==> config.mk <==
export PLATFORM = sky130hd
export DESIGN_NAME = bfe_key_buf
export DESIGN_NICKNAME = d
export VERILOG_FILES = /design/src/design/bfe_pkg.sv /design/src/design/bfe_key_buf.sv
export SDC_FILE = /design/constraint.sdc
export NUM_CORES = 2
export LEC_CHECK = 0
export BUFFER_PORTS_ARGS = -buffer_cell sky130_fd_sc_hd__clkbuf_2
export CORE_UTILIZATION = 45
export CTS_BUF_LIST = sky130_fd_sc_hd__clkbuf_16
export CTS_CLUSTER_SIZE = 24
export DETAILED_ROUTE_END_ITERATION = 12
export PLACE_DENSITY = 0.71
export SYNTH_ARGS = -nofsm -noshare
export SYNTH_HDL_FRONTEND = slang
export SYNTH_SLANG_ARGS = --single-unit
==> constraint.sdc <==
create_clock -name clk -period 13.42 [get_ports clk]
set_input_delay 0 -clock clk [delete_from_list [all_inputs] [get_ports clk]]
set_output_delay 0 -clock clk [all_outputs]
set_load 0.02 [all_outputs]
==> src/design/bfe_pkg.sv <==
// bfe_pkg: shared types, codes and hash constants for the bloom filter engine
// no dependencies; imported by every bfe module
package bfe_pkg;

  typedef enum logic [1:0] {
    FUNC_GET   = 2'd0,
    FUNC_SET   = 2'd1,
    FUNC_SETNC = 2'd2,
    FUNC_CLEAR = 2'd3
  } func_t;

  localparam logic REG_NUM_BITS   = 1'b0;
  localparam logic REG_NUM_HASHES = 1'b1;

  localparam logic [20:0] NUM_BITS_RESET   = 21'd1048576;
  localparam logic [4:0]  NUM_HASHES_RESET = 5'd4;

  localparam logic [63:0] MIX_C1 = 64'h87c37b91114253d5;
  localparam logic [63:0] MIX_C2 = 64'h4cf5ad432745937f;
  localparam logic [63:0] FMIX_1 = 64'hff51afd7ed558ccd;
  localparam logic [63:0] FMIX_2 = 64'hc4ceb9fe1a85ec53;
  localparam logic [63:0] ADD_H1 = 64'h0000000052dce729;
  localparam logic [63:0] ADD_H2 = 64'h0000000038495ab5;

  typedef struct packed {
    logic wr_en;
    logic flush;
    logic key_end;
  } kb_ctrl_t;

  typedef enum logic [4:0] {
    HS_IDLE, HS_NEXT, HS_RD, HS_LD, HS_MA, HS_MB, HS_UP1, HS_UP2,
    HS_FIN1, HS_FIN2, HS_FIN3, HS_FM0, HS_FM1, HS_FM2, HS_FIN4, HS_FIN5,
    HS_DONE
  } hash_state_t;

  typedef enum logic [3:0] {
    TS_CLR, TS_IN, TS_FLUSH, TS_DECIDE, TS_HASH, TS_HWAIT, TS_MOD,
    TS_PRD, TS_PEX, TS_NEXT, TS_RES
  } top_state_t;

  function automatic logic [63:0] rotl64(input logic [63:0] x, input int r);
    return (x << r) | (x >> (64 - r));
  endfunction

endpackage

==> src/design/bfe_key_buf.sv <==
// bfe_key_buf: packs incoming key bytes into a word memory, tracks length and overflow
// depends on bfe_pkg
module bfe_key_buf #(
  parameter int MAX_KEY_WORDS = 32,
  localparam int KEY_CAP = 8 * MAX_KEY_WORDS,
  localparam int LEN_W = $clog2(KEY_CAP + 1),
  localparam int KW_AW = (MAX_KEY_WORDS > 1) ? $clog2(MAX_KEY_WORDS) : 1
) (
  input  logic                 clk,
  input  logic                 rst_n,
  input  bfe_pkg::kb_ctrl_t    ctrl,
  input  logic [63:0]          wr_word,
  input  logic [3:0]           wr_bytes,
  output logic [LEN_W-1:0]     key_len,
  output logic                 overflow,
  input  logic [KW_AW-1:0]     rd_addr,
  output logic [63:0]          rd_data
);
  import bfe_pkg::*;

  logic [63:0]      mem [MAX_KEY_WORDS];
  logic [63:0]      acc_r;
  logic [LEN_W-1:0] len_r;
  logic             ovf_r;
  logic [63:0]      rd_data_r;

  logic [3:0]       nb;
  logic [63:0]      wm;
  logic [127:0]     comb;
  logic [LEN_W:0]   sum;
  logic [3:0]       fill_sum;
  logic             fits, full, app, we;
  logic [KW_AW-1:0] wa;
  logic [63:0]      wd;

  always_comb begin
    nb = (wr_bytes > 4'd8) ? 4'd8 : wr_bytes;
    for (int b = 0; b < 8; b++) begin
      wm[8*b +: 8] = (4'(b) < nb) ? wr_word[8*b +: 8] : 8'h00;
    end
    // acc holds len mod 8 bytes, upper bytes always zero
    comb     = {64'h0, acc_r} | ({64'h0, wm} << {len_r[2:0], 3'b000});
    sum      = {1'b0, len_r} + (LEN_W+1)'(nb);
    fits     = sum <= (LEN_W+1)'(KEY_CAP);
    fill_sum = {1'b0, len_r[2:0]} + nb;
    full     = fill_sum[3];
    app      = ctrl.wr_en && !ovf_r && fits;
    wa       = len_r[KW_AW+2:3];
    we       = (app && full) || (ctrl.flush && !ovf_r && len_r[2:0] != 3'd0);
    wd       = app ? comb[63:0] : acc_r;
  end

  always_ff @(posedge clk) begin
    if (we) begin
      mem[wa] <= wd;
    end
    rd_data_r <= mem[rd_addr];
  end

  always_ff @(posedge clk) begin
    if (!rst_n || ctrl.key_end) begin
      len_r <= '0;
      ovf_r <= 1'b0;
      acc_r <= '0;
    end else if (ctrl.wr_en && !ovf_r) begin
      if (!fits) begin
        ovf_r <= 1'b1;
      end else begin
        len_r <= sum[LEN_W-1:0];
        acc_r <= full ? comb[127:64] : comb[63:0];
      end
    end
  end

  assign key_len  = len_r;
  assign overflow = ovf_r;
  assign rd_data  = rd_data_r;

endmodule

Word-level counts from Yosys, hierarchy flattened:

Memory sizes are Yosys's and may differ from the RTL's. A register that Yosys moved wholly into a read port is not among the register bits.
Cells that the tools add are included.

* mux-type cells: 13
* magnitude comparators: 10
* shifts and indexed selects: 1
* reduce and logical (&&, ||, !) cells: 12
* bitwise operators: 2
* add/subtract/negate cells: 2

Operator list (count)
* $mux W64: 2
* $or A64 B128 Y128: 1
* $shl A64 B6 Y128: 1
* $mux W8: 8
* $lt A3 B4 Y1 const A: 4
* $add A9 B4 Y10: 1
* $le A10 B9 Y1 const B: 1
* $lt A1 B4 Y1 const A: 2
* $lt A2 B4 Y1 const A: 2
* $logic_and A1 B1 Y1: 5
* $add A3 B4 Y4: 1
* $gt A4 B4 Y1 const B: 1
* $mux W4: 1
* $reduce_and A2 Y1: 2
* $reduce_bool A3 Y1: 1
* $logic_not A1 Y1: 2
* $logic_or A1 B1 Y1: 2
* $mux W1: 2
* $not A1 Y1: 1

* logic and storage cells: 44
* memory bits (writable): 2048
* register bits: 74
* memories kept: 1
* input bits: 78

Memory list
* mem: words 32, width 64, rd ports 1, clocked after Yosys merged registers in 1, write ports 1, line bfe_key_buf.sv:21 `logic [63:0] mem [MAX_KEY_WORDS];`

Depth between registers and ports, before layout:

* depth after elaboration: 9
* gate-level depth with buffers: 13
* depth with buffers taken out: 9

Worst setup path after synthesis:

Ideal clock, no wire load.

* path type: in2reg
* from: input port wr_bytes[3]
* to: memory mem[14][0], enable pin
* stages on the path: 12
* path buffers: 3
* slack: 4.381 ns
* required time: 12.776 ns
* arrival: 8.395 ns
* cell sequence: buf_4 -> clkbuf_1 -> nor2b_1 -> ha_1 -> fa_1 -> xor2_1 -> nor3_1 -> o211ai_1 -> o311ai_4 -> a31oi_2 -> clkbuf_1 -> nor4_1

* word-level cells in the longest chain between the ends: 9
* elaborated cells on any way between the ends: 10
* those cells by class: add/sub: 2; order compare: 2; mux: 3; reduce/logical: 3

RTL lines
* start, declared: line bfe_key_buf.sv:13 `input logic [3:0] wr_bytes,`
* $gt A4 B4 Y1: line bfe_key_buf.sv:37 `nb = (wr_bytes > 4'd8) ? 4'd8 : wr_bytes;`
* $mux W4 *: line bfe_key_buf.sv:37
* $add A9 B4 Y10: line bfe_key_buf.sv:43 `sum = {1'b0, len_r} + (LEN_W+1)'(nb);`
* $le A10 B9 Y1: line bfe_key_buf.sv:44 `fits = sum <= (LEN_W+1)'(KEY_CAP);`
* $logic_and A1 B1 Y1: line bfe_key_buf.sv:47 `app = ctrl.wr_en && !ovf_r && fits;`
* $logic_and A1 B1 Y1 *: line bfe_key_buf.sv:49 `we = (app && full) || (ctrl.flush && !ovf_r && len_r[2:0] != 3'd0);`
* $logic_or A1 B1 Y1 *: line bfe_key_buf.sv:49
* $mux W1 *: line bfe_key_buf.sv:54 `if (we) begin`
* $mux W1 (not written as such) *: line bfe_key_buf.sv:55 `mem[wa] <= wd;`
* end, declared: line bfe_key_buf.sv:21

Mark *: on every way between the ends. The rest lies on a longest branch, timed or not.

Worst setup path after layout:

* from: register len_r[3], in the netlist key_len[3]
* to: memory mem[27][19] (data pin)

* word-level cells in the longest chain between the ends: 4

RTL lines
* start, declared: line bfe_key_buf.sv:23 `logic [LEN_W-1:0] len_r;`
* start signal, assigned: line bfe_key_buf.sv:69 `len_r <= sum[LEN_W-1:0];`
* $add A9 B4 Y10: line bfe_key_buf.sv:43
* $le A10 B9 Y1: line bfe_key_buf.sv:44
* $logic_and A1 B1 Y1: line bfe_key_buf.sv:47
* $mux W64: line bfe_key_buf.sv:50 `wd = app ? comb[63:0] : acc_r;`
* net wd[19]: line bfe_key_buf.sv:34 `logic [63:0] wd;`

The timed path passes the listed nets, and every way through them passes these cells.

==> out/qor.txt <==
Final Cell Area = 97100 um^2
Initial antenna violation count = 3
DRT antenna net count = 0
Tmin final = 5230 ps
Post-synth cell types = 68
PostCTS Resize Cnt = 0
DR DRC count = 0
Dpl hpwl = 129 mm
Share of cells above drive strength 1 = 0.313
Hold_buf cts = 69
Post-layout nets = 4299
Sequential cell area = 64300 um^2
PwrDens = 147 nW/um^2
Final Instance Count excl. Fillers = 6892
Wirelength per Cell = 34.1 um
Core Box Area = 188000 um^2
Asr flop ratio synth = 0
M1 WL = 89.2 mm
Via density per instance = 6.30
Clock sink count = 2186
Max Freq = 191 MHz
Max cap viols = 0
Fin. Hold Viols = 0
Root Buffer = clkbuf_16
Seq cells post-synth = 2186
RR Endpoint = mem[27][19]
CTS buffer count = 206
Worst reg2reg path depth = 9
Synthesized area per cell = 21.8 um^2
IO Pins = 152
Crit path arrival time = 5720 ps
Gpl congestion = 0.952
Area after DPL = 89700 um^2
Overall power = 14.2 mW
Filler cells = 14426
Die area = 192000 um^2
Crit path launch type = flop
IO buf count = 151
Drt total wl = 235 mm
Initial Utilization = 0.455
Worst rel slew slack = 0.105
Overall Global Routing Usage = 0.244
Setup crit start = key_len[3]
Yosys warns = 0
Via count of the routed design = 43449
Final Slew Violations = 0
Crit Path Max Fanout = 37
Pre-antenna DRT Iters = 5
Worst vdd ir = 0.122 mV
Vias in the first global route = 43391
Horiz. Die Dim = 438 um
Post-CTS Setup Inserts = 0
Slew @ Worst Pin = 1340 ps
Congestion Overflow GR = 0
RSZ-0062 raised after global routing = false
CTS tree = built
Top_reg_cell synth = edfxtp_1
Row cnt = 159
Mapped Area = 85700 um^2
Critical Path End Type = flop
Sequential area share after synthesis = 0.750
DR top layer = met5
Clock latency on the worst-skew pair = 870 ps
Area delta synth->final = 13.3%
Worst r2r src = key_len[3]
Detailed Route Iter0 Violations = 5825
Routed wl met2 = 118 mm
Clock-pin slew on the worst setup and hold paths = 70 ps
Post-synthesis instance total = 3921
CP Class = flop to flop
LEAKAGE = 31.1 nW
Hold Crit Class = input port to flop
Largest net degree at the start of global routing = 127
DIE HEIGHT = 438 um
Flop2flop setup slack = 8190 ps
Worst Skew = 51.6 ps
Post-synth EDFFs = 2048
Multi-input logic area = 20600 um^2
Final Cycle Share = 0.390
Final setup fails = 0
Critical Path End = mem[27][19]
WP data required = 13900 ps
Placed cell count = 6434
H-tree depth = 4
Status = complete, no violations
WL met3 = 18.4 mm
First-pass GRT wire length = 330 mm
Bufs on Longest Clock Path = 3
Post-Route Setup TNS = 0 ps
Post-Syn Nets = 4004
-- per-layer routing --
metal,up-vias,GRT usage
met5,-,0
met4,2,0.0973
met2,2220,0.404
met3,411,0.0391
li1,17345,-
met1,23471,0.326
-- stage by stage --
| stage | util | hold slack (ps) | worst slack, ps |
|---|---|---|---|
| after global routing | 0.515 | 40.7 | 7960 |
| after global placement | 0.476 | 416 | 8130 |
| final | 0.515 | 22.9 | 8190 |
| after floorplan | - | 141 | 4380 |
| after CTS | 0.515 | 4.38 | 8220 |
| after detailed placement | 0.476 | 415 | 8200 |
-- worst min-delay path by stage --
stage / startpoint / endpoint / slack, ps / depth (start not counted)
2_1_floorplan: ctrl[2] / overflow / 140 / 2
3_3_place_gp: rd_data[18] / rd_data[18] / 420 / 1
3_5_place_dp: rd_data[19] / rd_data[19] / 420 / 1
4_1_cts: wr_word[43] / acc_r[11] / 4 / 4
5_1_grt: wr_word[43] / acc_r[11] / 40 / 4
6_report: wr_word[43] / acc_r[11] / 20 / 4
-- report_power, final --
group          switching (mW)  total (mW)  internal (mW)
registers              0.0244        7.61           7.59
clock network            2.56        5.70           3.14
logic                   0.584       0.916          0.333
-- cell type report --
class / count / share of cell area
Sequential cell: 2186 / 0.662
Multi-Input combinational cell: 1465 / 0.212
Clock buffer: 210 / 0.0541
Tap cell: 2495 / 0.0322
Timing Repair Buffer: 339 / 0.0249
Clock inverter: 175 / 0.0144
Inverter: 18 / 0.000696
Antenna cell: 4 / 0.000103
-- cells by family after synthesis --
family,share of synthesized area
adders and majority gates,0.000818
and+or+nand+nor,0.0167
DFF,0.750
muxes,0.185
buffers and inverters,0.0136
AOI/OAI and AO/OA,0.0334
xor gates and xnor gates,0.000409
-- critical path: stages (launching register included) --
cell	delay, ps
dfxtp_1	630
ha_1	380
a21oi_2	280
o22a_1	300
mux2_4	350
o311ai_4	270
buf_4	480
buf_4	470
nand3_1	580
o21bai_2	1060
-- cell usage in the layout, fill, tap and decap left out, types with 16 or more instances in the layout --
cell and instances:
o21ai_0 55, nor2_1 56, a21o_1 16, mux2_2 83, dfxtp_1 135, mux2i_1 46, clkinv_2 24, and3_1 23
nand2_1 77, a211oi_1 43, o22ai_1 16, clkbuf_2 146, a32oi_1 18, o211ai_1 24, clkbuf_16 210, a31oi_1 40
nand3_1 31, a32o_1 22, nor3_1 19, clkinv_1 61, dlygate4sd3_1 69, inv_1 59, buf_4 116, mux4_2 641
edfxtp_1 2048, a31o_2 16, a21oi_1 41
-- registers in the layout, indices dropped and copies added (netlist names) --
name      count
mem        2048
acc_r        64
rd_data      64
key_len       9
overflow      1
-- Yosys cell counts, types with 22 or more instances --
library cell  instances  area share
nand2_1              77      0.0034
a21oi_1              41      0.0024
a32o_1               22      0.0026
nand3_1              31      0.0018
mux2i_1              46      0.0054
o21ai_0              56      0.0033
and3_1               23      0.0017
a31oi_1              40      0.0029
mux2_2               83       0.011
dfxtp_1             138       0.032
buf_2                73      0.0043
edfxtp_1           2048        0.72
nor2_1               76      0.0033
a211oi_1             44      0.0039
mux4_2              641        0.17
clkbuf_1            151      0.0066
nor3_1               25      0.0015
o211ai_1             24      0.0021
No activity file was read; power rests on OpenSTA's default activity.
