===== config.mk =====
export PLATFORM = sky130hd
export DESIGN_NAME = bfe_hash
export DESIGN_NICKNAME = d
export VERILOG_FILES = /design/src/design/bfe_pkg.sv /design/src/design/bfe_mul64.sv /design/src/design/bfe_hash.sv
export SDC_FILE = /design/constraint.sdc
export NUM_CORES = 2
export LEC_CHECK = 0
export BUFFER_PORTS_ARGS = -buffer_cell sky130_fd_sc_hd__buf_2
export CORE_UTILIZATION = 50
export CTS_CLUSTER_DIAMETER = 40
export CTS_CLUSTER_SIZE = 40
export DETAILED_ROUTE_END_ITERATION = 8
export PLACE_DENSITY = 0.66
export RECOVER_POWER = 50
export SLEW_MARGIN = 20
export SYNTH_ARGS = -nofsm -noshare
export SYNTH_HDL_FRONTEND = slang
export SYNTH_SLANG_ARGS = --single-unit

===== constraint.sdc =====
create_clock -name clk -period 18.7 [get_ports clk]
set_input_delay 2.805 -clock clk [delete_from_list [all_inputs] [get_ports clk]]
set_output_delay 2.805 -clock clk [all_outputs]
set_load 0.005 [all_outputs]

===== src/design/bfe_pkg.sv =====
// bfe_pkg: shared types, codes and hash constants for the bloom filter engine
// no dependencies; imported by every bfe module
package bfe_pkg;

  typedef enum logic [1:0] {
    FUNC_GET   = 2'd0,
    FUNC_SET   = 2'd1,
    FUNC_SETNC = 2'd2,
    FUNC_CLEAR = 2'd3
  } func_t;

  localparam logic REG_NUM_BITS   = 1'b0;
  localparam logic REG_NUM_HASHES = 1'b1;

  localparam logic [20:0] NUM_BITS_RESET   = 21'd1048576;
  localparam logic [4:0]  NUM_HASHES_RESET = 5'd4;

  localparam logic [63:0] MIX_C1 = 64'h87c37b91114253d5;
  localparam logic [63:0] MIX_C2 = 64'h4cf5ad432745937f;
  localparam logic [63:0] FMIX_1 = 64'hff51afd7ed558ccd;
  localparam logic [63:0] FMIX_2 = 64'hc4ceb9fe1a85ec53;
  localparam logic [63:0] ADD_H1 = 64'h0000000052dce729;
  localparam logic [63:0] ADD_H2 = 64'h0000000038495ab5;

  typedef struct packed {
    logic wr_en;
    logic flush;
    logic key_end;
  } kb_ctrl_t;

  typedef enum logic [4:0] {
    HS_IDLE, HS_NEXT, HS_RD, HS_LD, HS_MA, HS_MB, HS_UP1, HS_UP2,
    HS_FIN1, HS_FIN2, HS_FIN3, HS_FM0, HS_FM1, HS_FM2, HS_FIN4, HS_FIN5,
    HS_DONE
  } hash_state_t;

  typedef enum logic [3:0] {
    TS_CLR, TS_IN, TS_FLUSH, TS_DECIDE, TS_HASH, TS_HWAIT, TS_MOD,
    TS_PRD, TS_PEX, TS_NEXT, TS_RES
  } top_state_t;

  function automatic logic [63:0] rotl64(input logic [63:0] x, input int r);
    return (x << r) | (x >> (64 - r));
  endfunction

endpackage


===== src/design/bfe_mul64.sv =====
// bfe_mul64: low 64 bits of a 64x64 product from three 32x32 partial products
// depends on bfe_pkg; result valid with done
module bfe_mul64 (
  input  logic        clk,
  input  logic        rst_n,
  input  logic        start,
  input  logic [63:0] a,
  input  logic [63:0] b,
  output logic        done,
  output logic [63:0] prod
);
  import bfe_pkg::*;

  logic [63:0] a_r, b_r, acc_r;
  logic [1:0]  ph_r;
  logic        busy_r, done_r;
  logic [31:0] op_x, op_y;
  logic [63:0] m;

  always_comb begin
    case (ph_r)
      2'd0:    begin op_x = a_r[31:0];  op_y = b_r[31:0];  end
      2'd1:    begin op_x = a_r[31:0];  op_y = b_r[63:32]; end
      default: begin op_x = a_r[63:32]; op_y = b_r[31:0];  end
    endcase
    m = op_x * op_y;
  end

  always_ff @(posedge clk) begin
    if (start) begin
      a_r <= a;
      b_r <= b;
    end else if (busy_r) begin
      // cross terms only reach the upper half
      acc_r <= (ph_r == 2'd0) ? m : acc_r + {m[31:0], 32'h0};
    end
  end

  always_ff @(posedge clk) begin
    if (!rst_n) begin
      busy_r <= 1'b0;
      ph_r   <= '0;
      done_r <= 1'b0;
    end else begin
      done_r <= 1'b0;
      if (start) begin
        busy_r <= 1'b1;
        ph_r   <= '0;
      end else if (busy_r) begin
        if (ph_r == 2'd2) begin
          busy_r <= 1'b0;
          done_r <= 1'b1;
        end
        ph_r <= ph_r + 2'd1;
      end
    end
  end

  assign done = done_r;
  assign prod = acc_r;

endmodule


===== src/design/bfe_hash.sv =====
// bfe_hash: seeded murmur3 x64_128 over the buffered key, one shared multiplier
// depends on bfe_pkg and bfe_mul64; reads the key buffer memory word by word
module bfe_hash #(
  parameter int MAX_KEY_WORDS = 32,
  parameter int MAX_HASHES = 16,
  localparam int SEED_W = $clog2(MAX_HASHES + 1),
  localparam int LEN_W = $clog2(8 * MAX_KEY_WORDS + 1),
  localparam int KW_AW = (MAX_KEY_WORDS > 1) ? $clog2(MAX_KEY_WORDS) : 1
) (
  input  logic              clk,
  input  logic              rst_n,
  input  logic              start,
  input  logic [SEED_W-1:0] seed,
  input  logic [LEN_W-1:0]  key_len,
  output logic [KW_AW-1:0]  rd_addr,
  input  logic [63:0]       rd_data,
  output logic              done,
  output logic [63:0]       h1,
  output logic [63:0]       h2
);
  import bfe_pkg::*;

  hash_state_t      st_r, st_nxt;
  logic [63:0]      h1_r, h1_nxt, h2_r, h2_nxt;
  logic [LEN_W-1:0] blk_r, blk_nxt;
  logic             lane_r, lane_nxt, tail_r, tail_nxt, fsel_r, fsel_nxt;
  logic             mul_start, mul_done;
  logic [63:0]      mul_a, mul_b, mul_p;
  logic [LEN_W+3:0] len_ext;
  logic [LEN_W-1:0] blocks;
  logic [3:0]       rest;
  logic [LEN_W:0]   wa;
  logic [63:0]      kr, fsrc, fmix_p;

  bfe_mul64 u_mul (
    .clk   (clk),
    .rst_n (rst_n),
    .start (mul_start),
    .a     (mul_a),
    .b     (mul_b),
    .done  (mul_done),
    .prod  (mul_p)
  );

  assign len_ext = {4'b0, key_len};
  assign blocks  = len_ext[LEN_W+3:4];
  assign rest    = key_len[3:0];
  // lane 0 reads the even word of a block, lane 1 the odd one
  assign wa      = {blk_r, lane_r};
  assign rd_addr = wa[KW_AW-1:0];

  always_comb begin
    st_nxt    = st_r;
    h1_nxt    = h1_r;
    h2_nxt    = h2_r;
    blk_nxt   = blk_r;
    lane_nxt  = lane_r;
    tail_nxt  = tail_r;
    fsel_nxt  = fsel_r;
    mul_start = 1'b0;
    mul_a     = rd_data;
    mul_b     = MIX_C1;
    done      = 1'b0;
    kr        = lane_r ? rotl64(mul_p, 33) : rotl64(mul_p, 31);
    fsrc      = fsel_r ? h2_r : h1_r;
    fmix_p    = mul_p ^ (mul_p >> 33);
    unique case (st_r)
      HS_IDLE: begin
        if (start) begin
          h1_nxt   = 64'(seed);
          h2_nxt   = 64'(seed);
          blk_nxt  = '0;
          lane_nxt = 1'b0;
          tail_nxt = 1'b0;
          st_nxt   = HS_NEXT;
        end
      end
      HS_NEXT: begin
        if (blk_r != blocks) begin
          lane_nxt = 1'b0;
          st_nxt   = HS_RD;
        end else begin
          tail_nxt = 1'b1;
          if (rest > 4'd8) begin
            lane_nxt = 1'b1;
            st_nxt   = HS_RD;
          end else if (rest != 4'd0) begin
            lane_nxt = 1'b0;
            st_nxt   = HS_RD;
          end else begin
            st_nxt = HS_FIN1;
          end
        end
      end
      HS_RD: st_nxt = HS_LD;
      HS_LD: begin
        mul_start = 1'b1;
        mul_a     = rd_data;
        mul_b     = lane_r ? MIX_C2 : MIX_C1;
        st_nxt    = HS_MA;
      end
      HS_MA: begin
        if (mul_done) begin
          mul_start = 1'b1;
          mul_a     = kr;
          mul_b     = lane_r ? MIX_C1 : MIX_C2;
          st_nxt    = HS_MB;
        end
      end
      HS_MB: begin
        if (mul_done) begin
          if (lane_r) begin
            h2_nxt = h2_r ^ mul_p;
          end else begin
            h1_nxt = h1_r ^ mul_p;
          end
          if (!tail_r) begin
            st_nxt = HS_UP1;
          end else if (lane_r) begin
            // tail: upper half first, then the lower half
            lane_nxt = 1'b0;
            st_nxt   = HS_RD;
          end else begin
            st_nxt = HS_FIN1;
          end
        end
      end
      HS_UP1: begin
        if (lane_r) begin
          h2_nxt = rotl64(h2_r, 31) + h1_r;
        end else begin
          h1_nxt = rotl64(h1_r, 27) + h2_r;
        end
        st_nxt = HS_UP2;
      end
      HS_UP2: begin
        if (lane_r) begin
          h2_nxt   = (h2_r << 2) + h2_r + ADD_H2;
          lane_nxt = 1'b0;
          blk_nxt  = blk_r + 1'b1;
          st_nxt   = HS_NEXT;
        end else begin
          h1_nxt   = (h1_r << 2) + h1_r + ADD_H1;
          lane_nxt = 1'b1;
          st_nxt   = HS_RD;
        end
      end
      HS_FIN1: begin
        h1_nxt = h1_r ^ 64'(key_len);
        h2_nxt = h2_r ^ 64'(key_len);
        st_nxt = HS_FIN2;
      end
      HS_FIN2: begin
        h1_nxt = h1_r + h2_r;
        st_nxt = HS_FIN3;
      end
      HS_FIN3: begin
        h2_nxt   = h2_r + h1_r;
        fsel_nxt = 1'b0;
        st_nxt   = HS_FM0;
      end
      HS_FM0: begin
        mul_start = 1'b1;
        mul_a     = fsrc ^ (fsrc >> 33);
        mul_b     = FMIX_1;
        st_nxt    = HS_FM1;
      end
      HS_FM1: begin
        if (mul_done) begin
          mul_start = 1'b1;
          mul_a     = fmix_p;
          mul_b     = FMIX_2;
          st_nxt    = HS_FM2;
        end
      end
      HS_FM2: begin
        if (mul_done) begin
          if (fsel_r) begin
            h2_nxt = fmix_p;
            st_nxt = HS_FIN4;
          end else begin
            h1_nxt   = fmix_p;
            fsel_nxt = 1'b1;
            st_nxt   = HS_FM0;
          end
        end
      end
      HS_FIN4: begin
        h1_nxt = h1_r + h2_r;
        st_nxt = HS_FIN5;
      end
      HS_FIN5: begin
        h2_nxt = h2_r + h1_r;
        st_nxt = HS_DONE;
      end
      HS_DONE: begin
        done   = 1'b1;
        st_nxt = HS_IDLE;
      end
      default: st_nxt = HS_IDLE;
    endcase
  end

  always_ff @(posedge clk) begin
    if (!rst_n) begin
      st_r <= HS_IDLE;
    end else begin
      st_r <= st_nxt;
    end
  end

  always_ff @(posedge clk) begin
    h1_r   <= h1_nxt;
    h2_r   <= h2_nxt;
    blk_r  <= blk_nxt;
    lane_r <= lane_nxt;
    tail_r <= tail_nxt;
    fsel_r <= fsel_nxt;
  end

  assign h1 = h1_r;
  assign h2 = h2_r;

endmodule


After elaboration in Yosys (flattened, before gate mapping). Index checks and enable logic that the tools add are counted.

Add/subtract/negate cells: 10. $mul: 1. Magnitude comparators: 1. Equal/unequal tests: 35. Mux-type cells: 63. Bitwise operators: 13. Reductions and logical operators: 24.

Operators with widths (number): 64-bit 2-to-1 mux (21); 64-bit one-hot mux with 7 select lines (2); 64-bit adder (6); 64-bit one-hot mux with 4 select lines (1); 64-bit one-hot mux with 3 select lines (1); 64-bit by 31-bit bitwise OR with 64-bit output (2); 64-bit by 31-bit bitwise XOR with 64-bit output (2); 64-bit bitwise XOR (2); 64-bit by 9-bit bitwise XOR with 64-bit output (2); 5-bit one-hot mux with 16 select lines (1); 64-bit by 30-bit adder with 64-bit output (second input constant) (1); 64-bit by 31-bit adder with 64-bit output (second input constant) (1); 32-bit by 32-bit multiplier with 64-bit output (1); 32-bit 2-to-1 mux (2); 64-bit by 27-bit bitwise OR with 64-bit output (1); 64-bit by 33-bit bitwise OR with 64-bit output (1); 63-bit 2-to-1 mux (1); 5-bit by 4-bit equality test with 1-bit output (second input constant) (8); 5-bit 2-to-1 mux (5); 2-bit != test (second input constant) (11); 5-bit by 3-bit equality test with 1-bit output (second input constant) (4); 4-bit 2-to-1 mux (5); 9-bit 2-to-1 mux (2); 9-bit one-hot mux with 2 select lines (1); other kinds (28) (63).

Register bits after elaboration: 341. Bits of input ports: 81. Output and inout port bits: 134. Word-level logic and storage cells: 160.

Logic depth before layout (Yosys ltp).
Depth in word-level cells: 6. Depth in mapped cells: 40. Depth with buffers taken out: 38.

By module. A second synthesis with hierarchy kept.

Cell total of the unflattened synthesis: 8866. Area total of the unflattened synthesis: 75168.3 µm².

Modules (own cells, without submodules): bfe_mul64 (instances 1, cells an instance 4300, area each 41188.3 µm², sequential area each 5845.6 µm²); bfe_hash (instances 1, cells an instance 4566, area each 33980.1 µm², sequential area each 4304.1 µm²).

Worst setup path after synthesis. OpenSTA, ideal clock, no wires.

Path kind: flip-flop to flip-flop. Start: register u_mul.ph_r[0]. End: register u_mul.acc_r[62] (netlist: u_mul.prod[62]) (data pin). Library setup time: 0.274 ns. Data arrival time: 10.012 ns. Data required time: 18.426 ns. Path slack: 8.414 ns. Cell stages (with the launch flop): 38. Path buffers: 3. Period minus slack after synthesis: 10.286 ns. Path through: dfxtp_1 inv_1 ha_1 clkbuf_1 nor2_1 clkbuf_1 clkbuf_1 mux2i_1 nor2_1 fa_1 inv_1 fa_1 fa_1 fa_1 inv_1 ha_1 ha_1 fa_1 [2 not listed] a21oi_1 or4b_1 a221oi_2 o31ai_1 xor2_1 ha_1 a21o_1 a21o_1 a21o_1 a2111oi_0 o21bai_1 nor3_2 o21ai_1 a21o_1 a31o_1 a31oi_1 xor2_1 mux2i_1.

Cells in the longest elaborated chain, start to end: 6. Elaborated cells between the ends (all ways): 8. Those cells by class: add/sub (1); mul (1); eq/ne (1); mux (3); reduce/logical (2).

RTL lines: start, declared (RTL line bfe_mul64.sv:15) `logic [1:0] ph_r;`; start signal, assigned (RTL line bfe_mul64.sv:54) `ph_r <= ph_r + 2'd1;`; 2-bit by 1-bit equality test with 1-bit output or 2-bit logical NOT (tied branches) (RTL line bfe_mul64.sv:21, bfe_mul64.sv:35); 2-bit OR reduction (no line); 32-bit 2-to-1 mux (RTL line bfe_mul64.sv:21) `case (ph_r)`; 32-bit by 32-bit multiplier with 64-bit output (RTL line bfe_mul64.sv:26) `m = op_x * op_y;`; 64-bit adder (RTL line bfe_mul64.sv:35) `acc_r <= (ph_r == 2'd0) ? m : acc_r + {m[31:0], 32'h0};`; 64-bit 2-to-1 mux (*) (RTL line bfe_mul64.sv:35); end signal, assigned (RTL line bfe_mul64.sv:35); end, declared (RTL line bfe_mul64.sv:14) `logic [63:0] a_r, b_r, acc_r;`.

Mark *: on every way between the ends. The rest lies on a longest branch, timed or not. A chain may end at the register's enable or synchronous reset.

Final worst setup path.
Start: register u_mul.ph_r[1]. End: register u_mul.acc_r[63] (netlist: u_mul.prod[63]) (data pin).

Same word-level chain as after synthesis.

==> impl_results.md <==
* Status: finished, violations left
* Failing checks: max-capacitance violations, max-slew violations
* Ys Warns at 0
* Row count at 139
* FFs w/ async S/R, synth at 0
* Synth top area share at 0.247
* Detailed-route wire length per cell at 34.4 um
* Vias at 71.0k
* Top cells by instance count after synthesis: 1070 x inv_1, 1036 x nand2_1, 900 x fa_1, 736 x ha_1, 627 x nor2_1
* Post-CTS Resized at 0
* CP peak stage delay at 0.97 ns
* Skew final at 0.0788 ns
* Layout area overhead at 7.23%
* Nets at 10.4k
* Post-synth top area cell: fa_1
* Pre-CTS setup slack at 6.62 ns
* Max clock buf depth at 3
* CTS H-tree lvls at 2
* Starting DRC count in detailed routing at 8653
* Worst skew pair latency at 0.73 ns
* CP arrival at 12.90 ns
* CTS tree: yes
* GP Congestion at 1.10
* Area taken by multi-input logic gates at 58400 um2
* Slew @ Worst Pin at 4.25 ns
* First-pass GRT wire length at 512 mm
* IO Pins at 215
* Reg clk slew, reported paths at 0.07 ns
* Starting density of the core at 0.506
* CP Data Required Time at 19.20 ns
* CP Capture Type: flop
* Final period util at 0.663
* Routed WL at 365 mm
* Worst slew margin at -1.83
* ANT nets after route at 0
* Largest net degree at the start of global routing at 75
* Reg area at 8650 um2
* Post-synthesis sequential area ratio at 0.119
* HPWL after DPL at 284 mm
* Hold buffers post-CTS at 0
* Max Cap Viol at 17
* CTS Buf Count at 60
* Die Area at 147000 um2
* Final Hold Viols at 0
* Clk root buf: clkbuf_16
* Grt ovf at 0
* Vias in the first global route at 70.4k
* Total Routing Usage GR at 0.489
* Most frequent cell after synthesis: inv_1
* Area contributors post-synth: fa_1 25%, ha_1 13%, edfxtp_1 12%
* Fill count at 13.5k
* Mean Syn Cell Area at 8.39 um2
* Avg Vias per Cell at 6.70
* Post-CTS setup buffers at 0
* Syn_nets at 10.4k
* Crit path top cell by count: fa_1
* Unrepaired setup endpoints after global routing: false
* Unique cell type count in the Yosys netlist at 110
* Initial DRT Pass Iterations at 6
* Sink Count at 291
* Fin. max-slew vios at 532
* Die height at 384 um
* Synth Flop Type: edfxtp_1
* Startpoint Class: flop
* Count of buffers from port buffering at 214
* # DRC at 0
* Synthesized instance count at 8691
* Initial antenna violation count at 25
* Hold Slack at 0.523 ns
* Setup ws final at 6.30 ns
* Fmax at 80.6 MHz
* Mapped Area at 73000 um2
* Setup_tns at 0 ns
* Worst min-delay path class: flop to flop
* Min Tclk post-route at 12.40 ns
* EDFF count, synth at 282
* Setup violators final at 0
* Die X at 384 um
* Share of post-route cells with drive strength above 1 at 0.0771
* Core area at 144000 um2
* Synth Register Bits at 291
* Core Util, Final at 0.543
* Class of the most critical setup path: flop to flop
* CP max-delay cell: mux2i_1
* Crit-path max FO at 32
## area by class of cell
type,count,area share
Antenna cell,11,0.000352
Clock buffer,61,0.0192
Clock inverter,53,0.00958
Inverter,1074,0.0515
Multi-Input combinational cell,6799,0.746
Sequential cell,291,0.111
Tap cell,1903,0.0304
Timing Repair Buffer,413,0.0318
## path summary, 6_finish.rpt
| kind | from | end | slack (ns) | cells after the start |
|---|---|---|---|---|
| setup reg to reg | u_mul.ph_r[1] | u_mul.prod[63] | 6.30 | 36 |
| hold / removal | u_mul.busy_r | u_mul.done | 0.52 | 2 |
| setup / recovery | u_mul.ph_r[1] | u_mul.prod[63] | 6.30 | 36 |
| hold reg to reg | u_mul.busy_r | u_mul.done | 0.52 | 2 |
## logic make-up after synthesis
| kind of cell | count (synthesis) | share of synthesized area |
|---|---|---|
| AO/OA/AOI/OAI | 2058 | 0.189 |
| XOR/XNOR | 529 | 0.0635 |
| adder cells (fa/ha/maj) | 1636 | 0.373 |
| buffers and inverters | 1601 | 0.0830 |
| flip-flops | 291 | 0.119 |
| multiplexers | 208 | 0.0292 |
| AND/OR/NAND/NOR | 2368 | 0.144 |
## routing by layer
metal | share of wire | GRT usage | vias to the layer above
li1 | - | - | 29500
met1 | 0.34 | 0.562 | 35000
met2 | 0.43 | 0.740 | 5017
met3 | 0.12 | 0.135 | 1472
met4 | 0.11 | 0.449 | 10
met5 | 0.00018 | 0 | -
## state kept, by name, indices dropped and copies added, names as in the netlist, 2 cells and up
signal      cells
h2             64
u_mul.a_r      64
u_mul.b_r      14
u_mul.prod     64
u_mul.ph_r      2
st_r            5
blk_r           9
h1             64
## layout by cell type (no fill, tap or decap), types with 45 or more instances in the layout
cell | synthesis | routed
buf_4 | 7 | 181
nor2b_1 | 94 | 94
nand3_1 | 165 | 164
a31oi_1 | 46 | 46
xnor2_1 | 304 | 303
edfxtp_1 | 282 | 282
a22oi_1 | 74 | 74
a221o_1 | 59 | 59
nor3_1 | 68 | 67
nor2_1 | 627 | 620
nand4_1 | 115 | 115
a21o_1 | 278 | 278
o21a_1 | 55 | 54
o211ai_1 | 50 | 50
nand2b_1 | 65 | 65
a221oi_1 | 77 | 77
buf_2 | 14 | 207
fa_1 | 900 | 900
nand2_1 | 1036 | 1033
mux2i_1 | 169 | 161
o221ai_1 | 45 | 45
o21ai_0 | 352 | 350
clkbuf_16 | 0 | 60
a21oi_1 | 541 | 539
xor2_1 | 225 | 225
ha_1 | 736 | 735
and2_1 | 66 | 64
o21bai_1 | 75 | 75
o21ai_1 | 61 | 60
inv_1 | 1070 | 1070
o22ai_1 | 78 | 78
## through the flow
step                      instance area (um2)  instances
after global placement                  76100      10500
after detailed placement                76100      10500
final                                   78200      10600
after floorplan                         73000       8691
after CTS                               78300      10600
after global routing                    78200      10600
## critical path, delay by kind of cell (launching register included)
kind,cells,cell delay (ns)
adder cells (fa/ha/maj),11,5.38
AND/OR/NAND/NOR,5,1.53
flip-flops,1,0.36
buffers and inverters,6,0.96
XOR/XNOR,2,0.47
AO/OA/AOI/OAI,11,2.46
multiplexers,1,0.97
Power is left out: the tool's default activity adds up to more than one toggle a clock period on the data nets, which glitch-free logic cannot reach.
